==> src/hdl/swm_pkg.sv <==
`default_nettype none

package swm_pkg;

   // Fixed field widths of the stream payload
   localparam int SAMPLE_PORT_W = 12;
   localparam int MEDIAN_W      = 12;
   localparam int REQ_DATA_W    = ((SAMPLE_PORT_W + 7) / 8) * 8;

   // Operation codes carried in req_tuser
   localparam logic OP_STORE = 1'b0;
   localparam logic OP_CLEAR = 1'b1;

   typedef enum logic [1:0] {
      ST_IDLE,
      ST_SCAN,
      ST_DONE
   } state_type;

   typedef struct packed {
      logic load;    // take sample and valid from the left neighbour
      logic clear;   // drop the held sample
   } cell_ctrl_type;

   typedef struct packed {
      logic clear_med;  // start of an item: median reads zero until found
      logic load;       // latch the head cell as the candidate
      logic compare;    // rank the head cell against the candidate
      logic close;      // end of lap: keep the candidate if its rank fits
   } rank_ctrl_type;

endpackage

`default_nettype wire

==> src/hdl/swm_cell.sv <==
`default_nettype none

module swm_cell #(
   parameter int SW = 12
) (
   input  wire logic                   clock,
   input  wire logic                   reset,
   input  wire swm_pkg::cell_ctrl_type ctrl,
   input  wire logic [SW-1:0]          d_in,
   input  wire logic                   v_in,
   output logic      [SW-1:0]          q,
   output logic                        v_q
);

   logic [SW-1:0] sample_ff;
   logic          valid_ff;
   logic          valid_in;

   always_comb begin
      valid_in = valid_ff;
      if (ctrl.clear) begin
         valid_in = 1'b0;
      end else if (ctrl.load) begin
         valid_in = v_in;
      end
   end

   always_ff @(posedge clock) begin
      if (reset) begin
         valid_ff <= 1'b0;
      end else begin
         valid_ff <= valid_in;
      end
   end

   always_ff @(posedge clock) begin
      if (ctrl.load) begin
         sample_ff <= d_in;
      end
   end

   assign q   = sample_ff;
   assign v_q = valid_ff;

endmodule

`default_nettype wire

==> src/hdl/swm_rank.sv <==
`default_nettype none

module swm_rank #(
   parameter int SW = 12,
   parameter int CW = 5
) (
   input  wire logic                   clock,
   input  wire logic                   reset,
   input  wire swm_pkg::rank_ctrl_type ctrl,
   input  wire logic [SW-1:0]          head,
   input  wire logic                   head_v,
   input  wire logic [CW-1:0]          target,
   output logic      [SW-1:0]          median
);

   logic [SW-1:0] cand_ff, cand_in;
   logic          cand_v_ff, cand_v_in;
   logic [CW-1:0] less_ff, less_in;
   logic [CW-1:0] equal_ff, equal_in;
   logic [SW-1:0] med_ff, med_in;
   logic [CW:0]   upper;
   logic          hit;

   // Candidate owns the pick when less <= target < less + equal
   always_comb begin
      upper = {1'b0, less_ff} + {1'b0, equal_ff};
      hit   = cand_v_ff && (less_ff <= target) && ({1'b0, target} < upper);
   end

   always_comb begin
      cand_in   = cand_ff;
      cand_v_in = cand_v_ff;
      less_in   = less_ff;
      equal_in  = equal_ff;
      med_in    = med_ff;
      if (ctrl.clear_med) begin
         med_in = '0;
      end
      if (ctrl.load) begin
         cand_in   = head;
         cand_v_in = head_v;
         less_in   = '0;
         equal_in  = '0;
      end
      if (ctrl.compare && head_v) begin
         if (head < cand_ff) begin
            less_in = less_ff + CW'(1);
         end else if (head == cand_ff) begin
            equal_in = equal_ff + CW'(1);
         end
      end
      if (ctrl.close && hit) begin
         med_in = cand_ff;
      end
   end

   always_ff @(posedge clock) begin
      if (reset) begin
         cand_v_ff <= 1'b0;
      end else begin
         cand_v_ff <= cand_v_in;
      end
   end

   always_ff @(posedge clock) begin
      cand_ff  <= cand_in;
      less_ff  <= less_in;
      equal_ff <= equal_in;
      med_ff   <= med_in;
   end

   assign median = med_ff;

endmodule

`default_nettype wire

==> src/hdl/sample_window_median.sv <==
// Running median over the last WINDOW converter samples. Each request beat either stores a
// sample (req_tuser = 0; the oldest one drops out once the window is full) or clears the
// window (req_tuser = 1), and yields exactly one response beat with the median at ascending
// rank count/2 (upper median for even counts, zero when empty), the held count and a flag
// that is set when any sample is held. Samples sit in a row of cells that shifts on a store;
// for the median the row rotates past a rank counter at its head, one lap per candidate and
// WINDOW laps per item; after the last lap the response beat is loaded once the output is free.
// One item is in work at a time; the next request is taken while the response still waits.
`default_nettype none

module sample_window_median #(
   parameter int WINDOW      = 16,
   parameter int SAMPLE_BITS = 12,
   localparam int CNT_W      = $clog2(WINDOW + 1),
   localparam int RSP_DATA_W = ((swm_pkg::MEDIAN_W + CNT_W + 7) / 8) * 8
) (
   input  wire logic                           clock,
   input  wire logic                           reset,
   input  wire logic                           req_tvalid,
   output logic                                req_tready,
   input  wire logic [swm_pkg::REQ_DATA_W-1:0] req_tdata,   // sample
   input  wire logic [0:0]                     req_tuser,   // operation
   output logic                                rsp_tvalid,
   input  wire logic                           rsp_tready,
   output logic      [RSP_DATA_W-1:0]          rsp_tdata,   // median, valid_samples
   output logic      [0:0]                     rsp_tuser    // median_valid
);

   localparam int STORE_W = (SAMPLE_BITS < swm_pkg::SAMPLE_PORT_W) ?
                            SAMPLE_BITS : swm_pkg::SAMPLE_PORT_W;
   localparam int STEP_W  = $clog2(WINDOW + 2);

   swm_pkg::state_type     state_ff, state_in;
   logic [STEP_W-1:0]      step_ff, step_in;
   logic [CNT_W-1:0]       lap_ff, lap_in;
   logic [CNT_W-1:0]       count_ff, count_in;

   logic                   rsp_valid_ff, rsp_valid_in;
   logic [swm_pkg::MEDIAN_W-1:0] rsp_median_ff;
   logic [CNT_W-1:0]       rsp_count_ff;
   logic                   rsp_flag_ff;

   logic                   accept;
   logic                   rotate;
   logic                   out_load;
   swm_pkg::cell_ctrl_type cell_ctrl;
   swm_pkg::rank_ctrl_type rank_ctrl;

   logic [STORE_W-1:0]     cell_d [WINDOW];
   logic                   cell_vd [WINDOW];
   logic [STORE_W-1:0]     cell_q [WINDOW];
   logic                   cell_v [WINDOW];
   logic [WINDOW-1:0]      valid_vec;
   logic [STORE_W-1:0]     median;

   assign accept = req_tvalid && req_tready;

   always_comb begin
      cell_ctrl.load  = (accept && (req_tuser[0] == swm_pkg::OP_STORE)) || rotate;
      cell_ctrl.clear = accept && (req_tuser[0] == swm_pkg::OP_CLEAR);
   end

   // Cell 0 takes the new sample on a store and wraps the tail while rotating
   genvar gi;
   generate
      for (gi = 0; gi < WINDOW; gi++) begin : g_cell
         if (gi == 0) begin : g_head
            assign cell_d[gi]  = rotate ? cell_q[WINDOW-1] : req_tdata[STORE_W-1:0];
            assign cell_vd[gi] = rotate ? cell_v[WINDOW-1] : 1'b1;
         end else begin : g_body
            assign cell_d[gi]  = cell_q[gi-1];
            assign cell_vd[gi] = cell_v[gi-1];
         end
         swm_cell #(
            .SW (STORE_W)
         ) u_cell (
            .clock (clock),
            .reset (reset),
            .ctrl  (cell_ctrl),
            .d_in  (cell_d[gi]),
            .v_in  (cell_vd[gi]),
            .q     (cell_q[gi]),
            .v_q   (cell_v[gi])
         );
         assign valid_vec[gi] = cell_v[gi];
      end
   endgenerate

   swm_rank #(
      .SW (STORE_W),
      .CW (CNT_W)
   ) u_rank (
      .clock  (clock),
      .reset  (reset),
      .ctrl   (rank_ctrl),
      .head   (cell_q[0]),
      .head_v (cell_v[0]),
      .target (count_ff >> 1),
      .median (median)
   );

   always_comb begin
      count_in = count_ff;
      if (accept) begin
         if (req_tuser[0] == swm_pkg::OP_CLEAR) begin
            count_in = '0;
         end else if (count_ff < CNT_W'(WINDOW)) begin
            count_in = count_ff + CNT_W'(1);
         end
      end
   end

   always_comb begin
      state_in   = state_ff;
      step_in    = step_ff;
      lap_in     = lap_ff;
      req_tready = 1'b0;
      rotate     = 1'b0;
      out_load   = 1'b0;
      rank_ctrl  = '0;
      case (state_ff)
         swm_pkg::ST_IDLE: begin
            req_tready = 1'b1;
            if (req_tvalid) begin
               state_in            = swm_pkg::ST_SCAN;
               step_in             = '0;
               lap_in              = '0;
               rank_ctrl.clear_med = 1'b1;
            end
         end
         swm_pkg::ST_SCAN: begin
            // A lap rotates WINDOW+1 times, so the next lap starts on the next entry
            rank_ctrl.load    = (step_ff == '0);
            rank_ctrl.compare = (step_ff != '0) && (step_ff <= STEP_W'(WINDOW));
            rank_ctrl.close   = (step_ff == STEP_W'(WINDOW + 1));
            rotate            = (step_ff <= STEP_W'(WINDOW));
            if (step_ff == STEP_W'(WINDOW + 1)) begin
               step_in = '0;
               if (lap_ff == CNT_W'(WINDOW - 1)) begin
                  state_in = swm_pkg::ST_DONE;
               end else begin
                  lap_in = lap_ff + CNT_W'(1);
               end
            end else begin
               step_in = step_ff + STEP_W'(1);
            end
         end
         swm_pkg::ST_DONE: begin
            if (!rsp_valid_ff || rsp_tready) begin
               out_load = 1'b1;
               state_in = swm_pkg::ST_IDLE;
            end
         end
         default: begin
            state_in = swm_pkg::ST_IDLE;
         end
      endcase
   end

   always_comb begin
      rsp_valid_in = rsp_valid_ff;
      if (out_load) begin
         rsp_valid_in = 1'b1;
      end else if (rsp_tready) begin
         rsp_valid_in = 1'b0;
      end
   end

   always_ff @(posedge clock) begin
      if (reset) begin
         state_ff     <= swm_pkg::ST_IDLE;
         step_ff      <= '0;
         lap_ff       <= '0;
         count_ff     <= '0;
         rsp_valid_ff <= 1'b0;
      end else begin
         state_ff     <= state_in;
         step_ff      <= step_in;
         lap_ff       <= lap_in;
         count_ff     <= count_in;
         rsp_valid_ff <= rsp_valid_in;
      end
   end

   always_ff @(posedge clock) begin
      if (out_load) begin
         rsp_median_ff <= swm_pkg::MEDIAN_W'(median);
         rsp_count_ff  <= count_ff;
         rsp_flag_ff   <= (count_ff != '0);
      end
   end

   assign rsp_tvalid   = rsp_valid_ff;
   assign rsp_tdata    = RSP_DATA_W'({rsp_count_ff, rsp_median_ff});
   assign rsp_tuser[0] = rsp_flag_ff;

   // Held samples are exactly the valid cells
   a_count_matches_cells: assert property (@(posedge clock) disable iff (reset)
      $countones(valid_vec) == 32'(count_ff))
      else $error("held count differs from valid cells");

   a_count_bounded: assert property (@(posedge clock) disable iff (reset)
      count_ff <= CNT_W'(WINDOW))
      else $error("held count above window");

   a_rsp_from_done: assert property (@(posedge clock) disable iff (reset)
      $rose(rsp_valid_ff) |-> $past(state_ff == swm_pkg::ST_DONE))
      else $error("response raised outside completion");

   a_flag_matches_count: assert property (@(posedge clock) disable iff (reset)
      rsp_valid_ff |-> (rsp_flag_ff == (rsp_count_ff != '0)))
      else $error("median flag inconsistent with count");

   a_no_accept_in_scan: assert property (@(posedge clock) disable iff (reset)
      (state_ff == swm_pkg::ST_SCAN) |=> !$past(accept))
      else $error("request taken during scan");

endmodule

`default_nettype wire
==> config.mk <==
export PLATFORM = sky130hd
export DESIGN_NAME = sample_window_median
export DESIGN_NICKNAME = d
export VERILOG_FILES = /design/src/hdl/swm_pkg.sv /design/src/hdl/swm_cell.sv /design/src/hdl/swm_rank.sv /design/src/hdl/sample_window_median.sv
export SDC_FILE = /design/constraint.sdc
export NUM_CORES = 1
export LEC_CHECK = 0
export BUFFER_PORTS_ARGS = -buffer_cell sky130_fd_sc_hd__buf_2
export CAP_MARGIN = 15
export CORE_ASPECT_RATIO = 0.8
export CORE_MARGIN = 3
export CORE_UTILIZATION = 55
export CTS_CLUSTER_DIAMETER = 120
export DETAILED_ROUTE_END_ITERATION = 8
export HOLD_SLACK_MARGIN = 0.12
export PLACE_DENSITY = 0.73
export REMOVE_ABC_BUFFERS = 1
export SLEW_MARGIN = 15
export SYNTH_ARGS = -nofsm -noshare
export SYNTH_HDL_FRONTEND = slang
export SYNTH_SLANG_ARGS = --single-unit
==> constraint.sdc <==
create_clock -name clock -period 15.3 [get_ports clock]
set_input_delay 1.53 -clock clock [delete_from_list [all_inputs] [get_ports clock]]
set_output_delay 1.53 -clock clock [all_outputs]
set_load 0.01 [all_outputs]
==> results.tsv <==
metric	value	unit
Chip Width	158	um
number of cells on the worst hold path	0	
final HPWL from detailed placement	9490	um
post-layout instance count excluding filler cells	881	
portion of the clock cycle consumed by the worst path in the final layout	0.252	
fraction of registers with async set or reset after synthesis	0	
post-DR vias/cell	5.43	
HP Class	reg -> reg	
topmost layer with routed signal wires	met4	
Placed Instances	834	
R2R depth	9	
Post-Syn Area per Cell	17.4	um^2
Final setup violation count	0	
global-route wire length before repair	24600	um
WS Path Type	in -> reg	
fin. max-slew vios	0	
TritonCTS clock tree	built	
Post-CTS Setup Bufs	0	
unique cell type count in the Yosys netlist	63	
effective utilization at floorplan	0.572	
remaining global-route overflow	0	
Tot GR Track Use	0.157	
portion of the post-synthesis area used by sequential elements	0.783	
top achievable clock speed	0.259	GHz
transition time at the pin with the least slew margin	1040	ps
proportion of power drawn by combinational gates	0.036	
count of TritonRoute iterations in the first routing pass	4	
Syn Std Cell Area	10100	um^2
worst path setup slack after routing	11440	ps
Min Clock Period, post-route	3860	ps
number of max-capacitance violations reported	0	
CP Data Arrival Time	4010	ps
vias in the first global route	4717	
detailed-routing wirelength on met1	7590	um
Via Count	4787	
count of cells resized by post-cts repair	0	
placement-stage worst setup slack	10900	ps
Req. time, crit path	15450	ps
number of cell rows	43	
largest driver fanout on the critical path	123	
Max Clock Skew	17.3	ps
power density cells	141	nW/um^2
number of buffers created by CTS	26	
clock latency on the worst-skew pair	520	ps
Critical Path End Type	register	
count of antenna diodes in the layout	0	
routed wl met2	6830	um
die height	127	um
TNS Setup	0	ps
total cell area at the placement stage	10500	um^2
number of enable flip-flop cells after synthesis	234	
headroom to the max-slew limit	0.305	
Cell Int Power	1.27	mW
clock share of power	0.395	
Filler cells	1181	
pin count of the biggest net entering global routing	124	
number of synthesis warnings	0	
number of storage elements in the synthesis netlist	279	
Clock Tree Root	sky130_fd_sc_hd__clkbuf_16	
post-layout instance area	11300	um^2
kind of start point of the critical path	input port	
total clock sinks	279	
layout cell share with drive strength beyond 1	0.165	
nets@finish	694	
antenna violations before repair	1	
number of I/O pins	48	
number of port buffers	36	
Post-Route WL	15500	um
average wire per standard cell	17.6	um
Syn-to-layout area delta	11.9	%
leakage power summed over all cells	4.13	nW
most instantiated flip-flop cell in the synthesis netlist	sky130_fd_sc_hd__edfxtp_1	
met3 wire length	730	um
floorplan die area	20100	um^2
cts-stage hold buffer count	0	
status	finished, final reports clean	
slack of the worst reg-to-reg path	11790	ps
Switching Share	0.204	
post-CTS clock slew at the launch and capture registers of the worst setup and hold paths	70	ps
Max rail drop VDD	0.0000873	V
DRC viols	0	
final hold vios	0	
remaining number of nets flagged by the antenna check after routing	0	
CORE AREA	17700	um^2
drt first-iter violations	329	
H-tree depth	1	
final weighted congestion of routability-driven global placement	0.765	
buffer depth of the longest clock path	3	
cell count after synthesis	583	
setup repair after global routing missed its margin	false	
net switching component of the power	0.325	mW
portion of total power attributed to sequential cells	0.570	
==> power groups by stage <==
stage / logic (mW) / registers (mW) / clock network [mW]
after CTS: 0.0574 / 0.909 / 0.644
after global routing: 0.0637 / 0.914 / 0.671
final: 0.0568 / 0.908 / 0.630
after floorplan: 0.0401 / 0.920 / 0
after global placement: 0.0534 / 0.922 / 0
after detailed placement: 0.0568 / 0.924 / 0
==> state kept, by name, indices dropped and copies added (netlist names), 5 cells and up <==
| signal | cells |
|---|---|
| u_rank.median | 12 |
| count_ff | 5 |
| rsp_median_ff | 12 |
| g_cell.u_cell.v_q | 16 |
| g_cell.u_cell.q | 192 |
| u_rank.cand_ff | 12 |
| u_rank.equal_ff | 5 |
| lap_ff | 5 |
| u_rank.less_ff | 5 |
| rsp_count_ff | 5 |
| step_ff | 5 |
==> metrics by stage <==
step,hold slack [ps],utilization,power (mW)
after floorplan,400,-,0.960
after global placement,403,0.592,0.975
after detailed placement,405,0.592,0.980
after CTS,412,0.640,1.61
after global routing,423,0.640,1.65
final,410,0.640,1.59
==> routing by layer <==
metal / vias up / global-route usage
met5: - / 0
met4: 0 / 0.0464
met3: 25 / 0.0278
met2: 104 / 0.233
met1: 2387 / 0.241
li1: 2271 / -
==> cells by family (layout without fill, tap and decap cells) <==
logic type      after synthesis  in the layout  share of synthesized area
other cells                   1              7                   0.000371
xor+xnor                      8              8                    0.00692
flops                       279            279                      0.783
simple gates                119            119                     0.0643
fa+ha+maj                    36             36                     0.0453
mux                          32             32                     0.0336
compound gates               59             59                     0.0407
buf+inv                      49            116                     0.0255
==> final timing paths <==
check                                                 startpoint                                to
worst max-delay path                                  req_tvalid  g_cell[15].u_cell.q[9]$_DFFE_PP_
worst min-delay path            g_cell[12].u_cell.q[2]$_DFFE_PP_  g_cell[13].u_cell.q[2]$_DFFE_PP_
worst max register to register           step_ff[0]$_SDFFE_PP0P_  g_cell[15].u_cell.q[9]$_DFFE_PP_
worst min register to register  g_cell[12].u_cell.q[2]$_DFFE_PP_  g_cell[13].u_cell.q[2]$_DFFE_PP_
==> cell usage in the layout (no fill, tap or decap), types with 3 or more instances in the layout <==
| cell | Yosys | layout |
|---|---|---|
| sky130_fd_sc_hd__and2_1 | 14 | 14 |
| sky130_fd_sc_hd__and4_1 | 3 | 3 |
| sky130_fd_sc_hd__clkbuf_1 | 1 | 3 |
| sky130_fd_sc_hd__dfxtp_1 | 45 | 45 |
| sky130_fd_sc_hd__conb_1 | 1 | 7 |
| sky130_fd_sc_hd__a21oi_1 | 17 | 17 |
| sky130_fd_sc_hd__mux2_2 | 12 | 12 |
| sky130_fd_sc_hd__edfxtp_1 | 234 | 234 |
| sky130_fd_sc_hd__inv_1 | 31 | 30 |
| sky130_fd_sc_hd__buf_2 | 1 | 36 |
| sky130_fd_sc_hd__clkinv_2 | 0 | 9 |
| sky130_fd_sc_hd__nand2b_1 | 6 | 6 |
| sky130_fd_sc_hd__a21o_1 | 3 | 3 |
| sky130_fd_sc_hd__clkbuf_16 | 0 | 27 |
| sky130_fd_sc_hd__nand3_1 | 10 | 10 |
| sky130_fd_sc_hd__o21ai_0 | 8 | 8 |
| sky130_fd_sc_hd__mux2i_1 | 19 | 19 |
| sky130_fd_sc_hd__nand4_1 | 3 | 3 |
| sky130_fd_sc_hd__xor2_1 | 7 | 7 |
| sky130_fd_sc_hd__nor2b_1 | 5 | 4 |
| sky130_fd_sc_hd__o211ai_1 | 3 | 3 |
| sky130_fd_sc_hd__a211oi_1 | 4 | 4 |
| sky130_fd_sc_hd__nor3_1 | 6 | 6 |
| sky130_fd_sc_hd__nor2_1 | 35 | 35 |
| sky130_fd_sc_hd__nand2_1 | 21 | 21 |
| sky130_fd_sc_hd__ha_1 | 35 | 35 |
==> cell usage after synthesis (2+ instances only) <==
cell                       instances  share of area
sky130_fd_sc_hd__mux2i_1          19          0.019
sky130_fd_sc_hd__buf_4             9         0.0067
sky130_fd_sc_hd__o21bai_1          2         0.0015
sky130_fd_sc_hd__nor2b_1           5         0.0031
sky130_fd_sc_hd__ha_1             35          0.043
sky130_fd_sc_hd__mux2_2           12          0.013
sky130_fd_sc_hd__nor3_1            6         0.0030
sky130_fd_sc_hd__nand3_1          10         0.0049
sky130_fd_sc_hd__inv_1            31          0.011
sky130_fd_sc_hd__nand4_1           3         0.0019
sky130_fd_sc_hd__nor2_8            2         0.0040
sky130_fd_sc_hd__nand4b_1          2         0.0017
sky130_fd_sc_hd__a21o_1            3         0.0022
sky130_fd_sc_hd__edfxtp_1        234           0.69
sky130_fd_sc_hd__buf_6             5         0.0056
sky130_fd_sc_hd__a21oi_1          17         0.0084
sky130_fd_sc_hd__o21a_1            2         0.0015
sky130_fd_sc_hd__xor2_1            7         0.0061
sky130_fd_sc_hd__dfxtp_1          45          0.089
sky130_fd_sc_hd__and4_1            3         0.0026
sky130_fd_sc_hd__or2_2             2         0.0012
sky130_fd_sc_hd__a211oi_1          4         0.0030
sky130_fd_sc_hd__nor2_1           35          0.013
sky130_fd_sc_hd__nand2_1          21         0.0078
sky130_fd_sc_hd__and2_1           14         0.0087
sky130_fd_sc_hd__o21ai_0           8         0.0040
sky130_fd_sc_hd__a22oi_1           2         0.0015
sky130_fd_sc_hd__a31o_2            2         0.0017
sky130_fd_sc_hd__o31ai_1           2         0.0015
sky130_fd_sc_hd__nand2b_1          6         0.0037
sky130_fd_sc_hd__o211ai_1          3         0.0022
==> area by class of cell <==
type	instances	area, um^2	share of cell area
inverters	31	121	0.0107
clock inverters	15	128	0.0113
multi-input cells	261	1960	0.173
well taps	225	282	0.0249
repair buffers	38	195	0.0172
flip-flops and latches	279	7930	0.700
clock buffers	32	714	0.0631
==> worst max-delay path, stage by stage <==
cell	delay (ps)
sky130_fd_sc_hd__buf_2	110
sky130_fd_sc_hd__or3b_4	430
sky130_fd_sc_hd__nor2_8	180
sky130_fd_sc_hd__nor2_8	110
sky130_fd_sc_hd__inv_6	710
sky130_fd_sc_hd__buf_4	820
No activity file was read; power rests on OpenSTA's default activity.
